--- src/rtl/core/lct_pkg.sv ---
// Shared types for the label count table: request and response payloads,
// and the command and status groups between controller and datapath.
// No dependencies.
`default_nettype none

package lct_pkg;

   localparam int unsigned LabelWidth = 32;
   localparam int unsigned CountWidth = 32;
   localparam int unsigned UsedWidth  = 5;

   // Request kinds
   localparam logic KindUpdate = 1'b0;
   localparam logic KindQuery  = 1'b1;

   typedef struct packed {
      logic                          req_type;
      logic signed [LabelWidth-1:0]  label;
      logic signed [CountWidth-1:0]  count_delta;
   } lct_req_type;

   typedef struct packed {
      logic signed [CountWidth-1:0]  label_count;
      logic                          label_found;
      logic                          table_full;
      logic [UsedWidth-1:0]          entries_used;
   } lct_rsp_type;

   // Controller to datapath
   typedef struct packed {
      logic capture;   // latch request, compare labels
      logic lookup;    // encode match, read count
      logic commit;    // write table, load response
   } lct_cmd_type;

   // Datapath to controller
   typedef struct packed {
      logic rsp_busy;  // response register holds an unaccepted response
   } lct_status_type;

endpackage

`default_nettype wire

--- src/rtl/core/lct_ram.sv ---
// Generic single-write, single-read RAM with registered read data.
// No dependencies.
`default_nettype none

module lct_ram #(
   parameter int unsigned WIDTH = 32,
   parameter int unsigned DEPTH = 16
) (
   input  wire logic                                  clock,
   input  wire logic                                  wr_en,
   input  wire logic [(DEPTH > 1 ? $clog2(DEPTH) : 1)-1:0] wr_addr,
   input  wire logic [WIDTH-1:0]                      wr_data,
   input  wire logic                                  rd_en,
   input  wire logic [(DEPTH > 1 ? $clog2(DEPTH) : 1)-1:0] rd_addr,
   output logic [WIDTH-1:0]                           rd_data
);

   logic [WIDTH-1:0] mem_ff [DEPTH];
   logic [WIDTH-1:0] rd_data_ff;

   always_ff @(posedge clock) begin
      if (wr_en) begin
         mem_ff[wr_addr] <= wr_data;
      end
      if (rd_en) begin
         rd_data_ff <= mem_ff[rd_addr];
      end
   end

   assign rd_data = rd_data_ff;

endmodule

`default_nettype wire

--- src/rtl/core/lct_ctrl.sv ---
// Sequencer for the label count table: capture, lookup, commit.
// Depends on lct_pkg.
`default_nettype none

module lct_ctrl
   import lct_pkg::*;
(
   input  wire logic           clock,
   input  wire logic           reset,
   input  wire logic           req_valid,
   output logic                req_ready,
   input  wire lct_status_type status,
   output lct_cmd_type         cmd
);

   localparam logic [1:0] S_IDLE   = 2'd0;
   localparam logic [1:0] S_LOOKUP = 2'd1;
   localparam logic [1:0] S_COMMIT = 2'd2;

   logic [1:0] state_ff;
   logic [1:0] state_in;

   always_comb begin
      state_in    = state_ff;
      cmd         = '0;
      req_ready   = 1'b0;
      unique case (state_ff)
         S_IDLE: begin
            req_ready   = 1'b1;
            cmd.capture = req_valid;
            if (req_valid) begin
               state_in = S_LOOKUP;
            end
         end
         S_LOOKUP: begin
            cmd.lookup = 1'b1;
            state_in   = S_COMMIT;
         end
         S_COMMIT: begin
            // hold until the response register is free
            if (!status.rsp_busy) begin
               cmd.commit = 1'b1;
               state_in   = S_IDLE;
            end
         end
         default: begin
            state_in = S_IDLE;
         end
      endcase
   end

   always_ff @(posedge clock) begin
      if (reset) begin
         state_ff <= S_IDLE;
      end else begin
         state_ff <= state_in;
      end
   end

endmodule

`default_nettype wire

--- src/rtl/core/lct_dp.sv ---
// Datapath of the label count table: label registers with per-entry
// comparators, valid bits, count RAM, saturating adder, response register.
// Depends on lct_pkg and lct_ram.
`default_nettype none

module lct_dp
   import lct_pkg::*;
#(
   parameter int unsigned ENTRIES = 16
) (
   input  wire logic           clock,
   input  wire logic           reset,
   input  wire lct_req_type    req_data,
   input  wire lct_cmd_type    cmd,
   output lct_status_type      status,
   output logic                rsp_valid,
   input  wire logic           rsp_ready,
   output lct_rsp_type         rsp_data
);

   localparam int unsigned IdxWidth = (ENTRIES > 1) ? $clog2(ENTRIES) : 1;
   localparam int unsigned CntWidth = $clog2(ENTRIES + 1);

   // lowest set bit wins
   function automatic logic [IdxWidth-1:0] first_set(input logic [ENTRIES-1:0] vec);
      logic [IdxWidth-1:0] idx;
      idx = '0;
      for (int i = ENTRIES - 1; i >= 0; i--) begin
         if (vec[i]) begin
            idx = IdxWidth'(i);
         end
      end
      return idx;
   endfunction

   // Request
   logic                   kind_ff;
   logic [LabelWidth-1:0]  label_ff;
   logic [CountWidth-1:0]  delta_ff;

   // Table
   logic [LabelWidth-1:0]  label_store_ff [ENTRIES];
   logic [ENTRIES-1:0]     valid_ff;
   logic [CntWidth-1:0]    used_ff;
   logic [CntWidth-1:0]    used_in;

   // Search results
   logic [ENTRIES-1:0]     hit_vec_ff;
   logic [ENTRIES-1:0]     free_vec_ff;
   logic [IdxWidth-1:0]    hit_idx_ff;
   logic [IdxWidth-1:0]    free_idx_ff;
   logic                   found_ff;
   logic                   have_free_ff;
   logic [IdxWidth-1:0]    hit_idx_in;

   // Count RAM
   logic                   ram_wr_en;
   logic [IdxWidth-1:0]    ram_wr_addr;
   logic [CountWidth-1:0]  ram_wr_data;
   logic [CountWidth-1:0]  ram_rd_data;

   // Commit logic
   logic [CountWidth:0]    sum_wide;
   logic [CountWidth-1:0]  sum_sat;
   logic                   is_update;
   logic                   alloc;
   logic                   full;
   logic [CountWidth-1:0]  result_count;
   logic [CntWidth+UsedWidth-1:0] used_ext;

   // Response
   logic                   rsp_valid_ff;
   lct_rsp_type            rsp_data_ff;

   assign hit_idx_in = first_set(hit_vec_ff);

   lct_ram #(
      .WIDTH (CountWidth),
      .DEPTH (ENTRIES)
   ) u_count_ram (
      .clock   (clock),
      .wr_en   (ram_wr_en),
      .wr_addr (ram_wr_addr),
      .wr_data (ram_wr_data),
      .rd_en   (cmd.lookup),
      .rd_addr (hit_idx_in),
      .rd_data (ram_rd_data)
   );

   always_comb begin
      sum_wide = {ram_rd_data[CountWidth-1], ram_rd_data}
               + {delta_ff[CountWidth-1], delta_ff};
      if (sum_wide[CountWidth] != sum_wide[CountWidth-1]) begin
         // clamp toward the sign of the true sum
         sum_sat = {sum_wide[CountWidth], {(CountWidth-1){~sum_wide[CountWidth]}}};
      end else begin
         sum_sat = sum_wide[CountWidth-1:0];
      end

      is_update = (kind_ff == KindUpdate);
      alloc     = is_update && !found_ff && have_free_ff;
      full      = is_update && !found_ff && !have_free_ff;

      ram_wr_en   = cmd.commit && is_update && (found_ff || have_free_ff);
      ram_wr_addr = found_ff ? hit_idx_ff : free_idx_ff;
      ram_wr_data = found_ff ? sum_sat : delta_ff;

      if (found_ff) begin
         result_count = is_update ? sum_sat : ram_rd_data;
      end else if (alloc) begin
         result_count = delta_ff;
      end else begin
         result_count = '0;
      end

      used_in  = alloc ? used_ff + CntWidth'(1) : used_ff;
      used_ext = {{UsedWidth{1'b0}}, used_in};
   end

   // Request capture and per-entry compare
   always_ff @(posedge clock) begin
      if (cmd.capture) begin
         kind_ff  <= req_data.req_type;
         label_ff <= req_data.label;
         delta_ff <= req_data.count_delta;
         for (int i = 0; i < ENTRIES; i++) begin
            hit_vec_ff[i] <= valid_ff[i] && (label_store_ff[i] == req_data.label);
         end
         free_vec_ff <= ~valid_ff;
      end
      if (cmd.lookup) begin
         hit_idx_ff   <= hit_idx_in;
         found_ff     <= |hit_vec_ff;
         free_idx_ff  <= first_set(free_vec_ff);
         have_free_ff <= |free_vec_ff;
      end
      if (cmd.commit && alloc) begin
         label_store_ff[free_idx_ff] <= label_ff;
      end
      if (cmd.commit) begin
         rsp_data_ff.label_count  <= result_count;
         rsp_data_ff.label_found  <= found_ff;
         rsp_data_ff.table_full   <= full;
         rsp_data_ff.entries_used <= used_ext[UsedWidth-1:0];
      end
   end

   // Control state
   always_ff @(posedge clock) begin
      if (reset) begin
         valid_ff     <= '0;
         used_ff      <= '0;
         rsp_valid_ff <= 1'b0;
      end else begin
         if (cmd.commit) begin
            used_ff <= used_in;
            if (alloc) begin
               valid_ff[free_idx_ff] <= 1'b1;
            end
         end
         if (cmd.commit) begin
            rsp_valid_ff <= 1'b1;
         end else if (rsp_ready) begin
            rsp_valid_ff <= 1'b0;
         end
      end
   end

   assign status.rsp_busy = rsp_valid_ff && !rsp_ready;
   assign rsp_valid       = rsp_valid_ff;
   assign rsp_data        = rsp_data_ff;

endmodule

`default_nettype wire

--- src/rtl/core/label_count_table.sv ---
// Top level of the label count table: associative (label, count) store.
// Depends on lct_pkg, lct_ctrl, lct_dp (and lct_ram through lct_dp).
//
// Each request passes through capture, lookup and commit in turn. In the
// cycle in which it is accepted, every stored label is compared against the
// request label in parallel. In the next, the lowest matching entry and the
// lowest free entry are encoded and the count RAM is read. At commit, the
// saturated sum is written back and the response register is loaded. The
// next request is accepted in the cycle after commit; compare, lookup and
// commit run one after another, with no overlap between requests. A finished
// response waits in its own register, so a new request is taken while it is
// still unclaimed; a request only holds at commit when the previous response
// is still waiting. An update that hits adds its delta with saturation at
// the 32-bit signed limits; one that misses claims the lowest free entry
// with the delta as its count, or is dropped with table_full set when no
// entry is free. A query never changes the table and reports zero for an
// absent label. entries_used carries the low five bits of the number of
// entries in use after the request. Reset clears the valid bits and the use
// count at once; no clearing pass is needed.
`default_nettype none

module label_count_table
   import lct_pkg::*;
#(
   parameter int unsigned ENTRIES = 16
) (
   input  wire logic        clock,
   input  wire logic        reset,
   input  wire logic        req_valid,
   output logic             req_ready,
   input  wire lct_req_type req_data,
   output logic             rsp_valid,
   input  wire logic        rsp_ready,
   output lct_rsp_type      rsp_data
);

   lct_cmd_type    cmd;
   lct_status_type status;

   // Sequence each request through capture, lookup and commit.
   lct_ctrl u_ctrl (
      .clock     (clock),
      .reset     (reset),
      .req_valid (req_valid),
      .req_ready (req_ready),
      .status    (status),
      .cmd       (cmd)
   );

   // Hold the table, run the compare and the saturating update.
   lct_dp #(
      .ENTRIES (ENTRIES)
   ) u_dp (
      .clock     (clock),
      .reset     (reset),
      .req_data  (req_data),
      .cmd       (cmd),
      .status    (status),
      .rsp_valid (rsp_valid),
      .rsp_ready (rsp_ready),
      .rsp_data  (rsp_data)
   );

endmodule

`default_nettype wire
--- config.mk ---
export PLATFORM = sky130hd
export DESIGN_NAME = label_count_table
export DESIGN_NICKNAME = d
export VERILOG_FILES = /design/src/rtl/core/lct_pkg.sv /design/src/rtl/core/lct_ram.sv /design/src/rtl/core/lct_ctrl.sv /design/src/rtl/core/lct_dp.sv /design/src/rtl/core/label_count_table.sv
export SDC_FILE = /design/constraint.sdc
export NUM_CORES = 1
export LEC_CHECK = 0
export BUFFER_PORTS_ARGS = -buffer_cell sky130_fd_sc_hd__buf_2
export CORE_MARGIN = 10
export CORE_UTILIZATION = 30
export DETAILED_ROUTE_END_ITERATION = 8
export GPL_TIMING_DRIVEN = 1
export HOLD_SLACK_MARGIN = 0.1
export PLACE_DENSITY = 0.48
export REMOVE_ABC_BUFFERS = 1
export SLEW_MARGIN = 15
export SYNTH_ARGS = -nofsm -noshare
export SYNTH_HDL_FRONTEND = slang
export SYNTH_SLANG_ARGS = --single-unit
--- constraint.sdc ---
create_clock -name clock -period 7.1 [get_ports clock]
set_input_delay 0.355 -clock clock [delete_from_list [all_inputs] [get_ports clock]]
set_output_delay 0.355 -clock clock [all_outputs]
set_load 0.01 [all_outputs]
==> Word level (Yosys, flattened, before mapping) <==
Memories as Yosys holds them, arrays and structs flattened. A register that Yosys moved wholly into a read port is not among the register bits.
Cells that the tools add are included.
{ "word_totals": {"ff_bits": 170, "ram_bits": 1024, "wordCells": 142, "n_memories": 2} }
{ "classes": {"addsub": 2, "order_cmp": 2, "n_eq_ne": 21, "muxes": 54, "bitwise_logic": 4, "reduce_logical": 37} }
{ "memory_table": {"columns": ["name", "depth", "width", "rd", "rd_ports_with_merged_regs", "write_ports", "line_no", "rtl"], "rows": [
  ["u_dp.label_store_ff", 16, 32, 16, 0, 1, "lct_dp.sv:42", "logic [LabelWidth-1:0] label_store_ff [ENTRIES];"],
  ["u_dp.u_count_ram.mem_ff", 16, 32, 1, 1, 1, "lct_ram.sv:18", "logic [WIDTH-1:0] mem_ff [DEPTH];"]
]} }
{ "ops": {"columns": ["cell", "count"], "rows": [
  ["$eq 32x32->1", 16],
  ["$mux 32", 5],
  ["$mux 4", 25],
  ["$add 32x32->33", 1],
  ["$reduce_or 16->1", 2],
  ["$logic_and 1x1->1", 24],
  ["$not 16->16", 1],
  ["$or 16x16->16", 1],
  ["$mux 1", 13],
  ["$mux 3", 4],
  ["$mux 2", 4],
  ["$reduce_or 8->1", 1],
  ["$pmux 2 s3", 1],
  ["$add 5x1->5 const B", 1],
  ["$lt 4x5->1 const B", 1],
  ["$mux 5", 1],
  ["$demux 1 s4", 1],
  ["$ge 4x1->1 const B", 1],
  ["$ne 2x2->1 const B", 2],
  ["$reduce_and 2->1", 2],
  ["$reduce_or 4->1", 1],
  ["$logic_not 1->1", 3],
  ["$eq 2x1->1 const B", 1],
  ["$eq 2x2->1 const B", 1],
  ["other kinds (6)", 7]
]} }

==> Longest topological paths before layout <==
{ "logic_depth": {"ltp_word": 16, "ltp_mapped": 14, "mapped_depth_nobuf": 12} }

==> Cells and area by module <==
Synthesis repeated with hierarchy kept, for this count alone.
{ "hier_totals": {"cells_unflattened": 3002, "hier_area_um2": 50442.1} }
{ "by_module_without_submodules": {"columns": ["module", "instances", "cells_each", "area_per_inst_um2"], "rows": [
  ["lct_dp", 1, 2154, 30172.7],
  ["lct_ram", 1, 838, 20174.3],
  ["lct_ctrl", 1, 10, 95.1]
]} }

==> Least setup slack after synthesis <==
No wires, ideal clock.
{ "synth_path": {"path_type": "flip-flop to flip-flop", "startpoint": "register u_ctrl.state_ff[1]", "endpoint": "memory u_dp.label_store_ff[0][0], enable pin", "setup_ps": 463, "arrival_time_ps": 4298, "t_required_ps": 6637, "setup_slack_ps": 2339, "stages_incl_launch_ff": 7, "path_buffers": 0, "period_less_slack_ps": 4761, "path_cell_list": "dfxtp_1 -> nor2b_1 -> nand2_1 -> inv_1 -> nand2_1 -> or3_1 -> nor3_1"} }
{ "synth_lines": {"columns": ["element", "line_no", "rtl"], "rows": [
  ["start, declared", "lct_ctrl.sv:20", "logic [1:0] state_ff;"],
  ["start signal, assigned", "lct_ctrl.sv:56", "state_ff <= state_in;"],
  ["end, declared", "lct_dp.sv:42", null]
]} }

==> Worst setup path after layout <==
{ "layout_path": {"startpoint": "register u_dp.delta_ff[0]", "endpoint": "memory u_dp.u_count_ram.mem_ff[13][28] (data pin)"} }
{ "layout_between": {"elab_chain_cells": 4, "word_cells_on_any_way": 5, "classes_between": "add/sub (1); eq/ne (1); mux (2); bitwise (1)"} }
{ "layout_rtl": {"columns": ["element", "line_no", "rtl"], "rows": [
  ["start, declared", "lct_dp.sv:39", "logic [CountWidth-1:0] delta_ff;"],
  ["start signal, assigned", "lct_dp.sv:125", "delta_ff <= req_data.count_delta;"],
  ["$add 32x32->33 (*)", "lct_dp.sv:92", "+ {delta_ff[CountWidth-1], delta_ff};"],
  ["$ne 1x1->1 / $not 1->1 (equally long branches)", "lct_dp.sv:93, lct_dp.sv:95", null],
  ["$mux 32 (*)", "lct_dp.sv:93", "if (sum_wide[CountWidth] != sum_wide[CountWidth-1]) begin"],
  ["$mux 32 (*)", "lct_dp.sv:106", "ram_wr_data = found_ff ? sum_sat : delta_ff;"],
  ["via u_dp.ram_wr_data[28]", "lct_dp.sv:59", "logic [CountWidth-1:0] ram_wr_data;"],
  ["end, declared", "lct_ram.sv:18", null]
]} }
Mark *: on every way through the listed nets, which the timed path passes. The rest lies on a longest branch.

==> results.txt <==
Counting tap cells, the placed design contains a total of 5,803 instances. The DRC violation count after routing is 0. The routed layout has 30.2k vias. The first global-routing pass estimated 227 mm of wire.

The area enclosed by the die boundary came out at 187,000 um^2. The number of nets with antenna violations after routing is 0. The worst slew margin relative to its limit came out at about 18%. The worst flop-to-flop path startpoint is u_dp.delta_ff[0]. In the global route stage, met3 resource usage came out at 2.46%. The number of primary I/O pins came out at 110. Among cell families on the critical path, the largest total delay comes from compound AO/OA/AOI/OAI gates. Entering global routing, the biggest net connects 147 pins.

After global routing, the most crowded layer is met2. After floorplanning, the core was divided into 151 placement rows. Based on the critical path, the design can be clocked at up to 194 MHz. The clock tree from TritonCTS is built. Global routing used 22.3% of the available met1 tracks. The first element of the critical path is u_dp.delta_ff[0]. The region available for standard cell placement spans 169,000 um^2. The clock tree buffer depth is 3. The kind of start point of the critical path is a flop.

CTS saw 1,226 sinks. For the worst-skew pair, the clock arrives at the later sink with an insertion delay of 0.79 ns. The via density per instance is ~5.0. The largest area contributor in the synthesized netlist is sky130_fd_sc_hd__edfxtp_1. The most prevalent standard cell on the critical path is sky130_fd_sc_hd__a21oi_2. Setup repair after global routing left no endpoint under its margin. For this run, the leading register cell type out of synthesis is sky130_fd_sc_hd__edfxtp_1. The post-synthesis average cell area came out at 14.3 um^2.

Dividing total power by cell area gives a power density of roughly 280 nW/um^2. The worst hold path belongs to the class input port to flop. The final count of pins violating max slew came out at 0.

The netlist uses 66 different library cells. The number of buffer and inverter instances along the worst setup path came out at 1. At the pin with the least slew margin, the transition time is 1.22 ns. After synthesis the netlist holds a flip-flop and latch count of 1,226. The total power consumption of the routed design came out at 16.6 mW. The routed wire length came out at 162 mm. The final cell count without fillers came out at 6,099. The number of flops mapped to enable cells by yosys is 1,202. The average wire per cell in the routed design is 26.6 um.

In this run the clock root is driven by a sky130_fd_sc_hd__clkbuf_16. Global routing used 16.9% of the available tracks. The final worst clock skew came out at 0.0342 ns.

The post-layout worst setup margin came out at 1.95 ns. OpenSTA, run right after detailed placement, puts the worst setup slack at ~2 ns. Ranked by total cell area, the synthesized netlist is headed by sky130_fd_sc_hd__edfxtp_1, sky130_fd_sc_hd__xnor2_1, sky130_fd_sc_hd__nor2_1, sky130_fd_sc_hd__nand2_1, sky130_fd_sc_hd__mux2i_1. Data on the critical path arrives at its endpoint at 5.55 ns.

The reported leakage power came out at 19.0 nW. The cell depth of the worst flop-to-flop path is 12. The hold-critical path depth came out at 2. The total cell area at the placement stage came out at 54,600 um^2. The starting density of the core is a little under a third. Hold timing on the final database bottoms out at a slack of 0.159 ns. The count of maximum capacitance violations came out at 0. Counting instances in the post-synthesis netlist gives the leading cell types as sky130_fd_sc_hd__edfxtp_1, sky130_fd_sc_hd__xnor2_1, sky130_fd_sc_hd__nor2_1. The die is 432 um tall.

Traced cell by cell, the critical path runs through ha_1 -> inv_1 -> fa_1 -> nand2b_1 -> a21oi_2 -> o31ai_2 -> a2111oi_2 -> o21ba_2 -> o2111ai_2 -> a21oi_2 -> nor2_1 -> a31oi_1. The most instantiated library cell after synthesis is sky130_fd_sc_hd__edfxtp_1. The part of the cycle the worst path needs is 72.6%. After the first detailed-routing iteration, the DRC count stood at about 3k. The area growth from synthesis to layout came out at 16.4%. The global-route congestion overflow total came out at 0.

In this run the critical register-to-register path is captured at u_dp.u_count_ram.mem_ff[13][28]. The worst-case vdd ir drop is 0.263 mV. The critical path data required time came out at 7.50 ns. The flow ran to the end, and the final reports show no timing, DRC or antenna violations. The number of global-route vias before repair came out at 29.3k.

The proportion of layout cells with a drive suffix above 1 is 12.0%. The slowest stage of the critical path is the sky130_fd_sc_hd__a31oi_1 cell. The number of detailed-routing iterations run before antenna repair is 5. Summed over its instances, the top area cell type makes up 70.8% of the synthesized netlist area. Along the worst path, the maximum fanout reaches 16. After legalization and detailed placement, the total HPWL measured slightly above 90 mm. Counting buffers and inverters, the worst setup path is 12 cells deep.

The number of warnings printed during yosys synthesis came out at 0. The layout net count came out at 3,867. The count of H-tree levels built during CTS came out at 4.

Summing the sequential cell areas from Yosys gives between 70% and 80% of the chip area. The final-report hold violation count is 0. The die boundary width came out at 432 um. The largest single stage delay on the critical path is 1.07 ns. The number of buffers created by CTS came out at 140. The final setup TNS is 0 ns. The fraction of registers with async set/reset came out at 0%.

The count of input and output buffers came out at about 110. The final weighted congestion of routability-driven global placement came out at roughly 0.86. The cell count after synthesis came out at 3,570. The utilization of the core after routing is 35.1%. The netlist area before placement came out at 51,000 um^2.

Global routing used 29.0% of the available met2 tracks. The clock period minus final worst setup slack is 5.15 ns. The initial antenna violation count came out at 4.

The most critical setup path has its endpoint at u_dp.u_count_ram.mem_ff[13][28]. The worst setup path is captured at a flop. Setup violations remaining at the end of the flow were counted as 0. The slack of the worst reg-to-reg path is between 1.5 and 2 ns.

The clock transition time at the flip-flop clock pins of the worst setup and hold paths is 0.06 ns. The critical setup path kind is flop to flop. The final standard cell area without fillers came out at 59,400 um^2.
-- timing repair --
item / 4_1_cts / 5_1_grt
buffers inserted: 0 / 0
hold buffers: 36 / 0
hold endpoints to repair: 50 / 0
resized for setup: 0 / 0
-- power breakdown --
part           internal (mW)  leakage (nW)  switching [mW]
combinational          0.416          5.92           0.999
clock                   3.87          2.09            2.99
sequential              8.25          11.0           0.110
total                   12.5          19.0            4.10
-- per-layer routing --
metal	part of all wire (%)	wire length, um	vias to the layer above
li1	-	-	13700
met1	43	70100	15500
met2	50	80700	867
met3	4.6	7480	199
met4	2.3	3730	2
met5	0.0056	9	-
-- sequential cells by signal, indices dropped and copies added (netlist names), 16 cells and up --
| signal | count |
|---|---|
| u_dp.u_count_ram.rd_data | 32 |
| u_dp.rsp_data | 39 |
| u_dp.delta_ff | 32 |
| u_dp.valid_ff | 16 |
| u_dp.hit_vec_ff | 16 |
| u_dp.label_store_ff | 512 |
| u_dp.free_vec_ff | 16 |
| u_dp.u_count_ram.mem_ff | 512 |
| u_dp.label_ff | 32 |
-- worst min-delay path by stage --
stage / startpoint / end / slack (ns)
after floorplan: reset / u_dp.rsp_valid / 0.42
after global placement: u_dp.label_ff[2] / u_dp.label_store_ff[3][2] / 0.43
after detailed placement: u_dp.label_ff[2] / u_dp.label_store_ff[3][2] / 0.45
after CTS: req_data[39] / u_dp.label_ff[7] / 0.11
after global routing: req_data[55] / u_dp.label_ff[23] / 0.12
final: req_data[55] / u_dp.label_ff[23] / 0.16
-- area by class of cell --
cell class	count	area, um^2
Antenna cell	3	7.51
Clock buffer	180	3720
Clock inverter	76	572
Fill cell	16300	110000
Inverter	47	183
Multi-Input combinational cell	2108	13900
Sequential cell	1226	36600
Tap cell	2218	2780
Timing Repair Buffer	241	1650
-- layout by cell type (no fill, tap or decap), types with 20 or more instances in the layout --
master,count
sky130_fd_sc_hd__nor3_1,20
sky130_fd_sc_hd__dfxtp_1,24
sky130_fd_sc_hd__clkinv_2,21
sky130_fd_sc_hd__xnor2_1,441
sky130_fd_sc_hd__buf_2,109
sky130_fd_sc_hd__dlygate4sd3_1,36
sky130_fd_sc_hd__o221ai_1,34
sky130_fd_sc_hd__clkbuf_16,142
sky130_fd_sc_hd__clkinv_1,34
sky130_fd_sc_hd__nor2_1,296
sky130_fd_sc_hd__a211oi_1,29
sky130_fd_sc_hd__a32oi_1,54
sky130_fd_sc_hd__xor2_1,96
sky130_fd_sc_hd__inv_1,43
sky130_fd_sc_hd__edfxtp_1,1202
sky130_fd_sc_hd__clkbuf_1,36
sky130_fd_sc_hd__o21ai_0,97
sky130_fd_sc_hd__nand4_1,116
sky130_fd_sc_hd__nor2_4,30
sky130_fd_sc_hd__mux2i_1,98
sky130_fd_sc_hd__nand2_1,310
sky130_fd_sc_hd__buf_4,94
sky130_fd_sc_hd__ha_1,33
sky130_fd_sc_hd__nand3_1,160
sky130_fd_sc_hd__a21oi_1,63
sky130_fd_sc_hd__nor4_1,55
-- cell families after synthesis --
logic type,synth area share [%]
and+or+nand+nor,9.29
xor gates and xnor gates,9.22
muxes,1.97
adders and majority gates,0.849
buffers and inverters,1.82
AOI/OAI and AO/OA,5.14
DFF,71.7
Note: power is estimated with default switching activity, not from simulation.
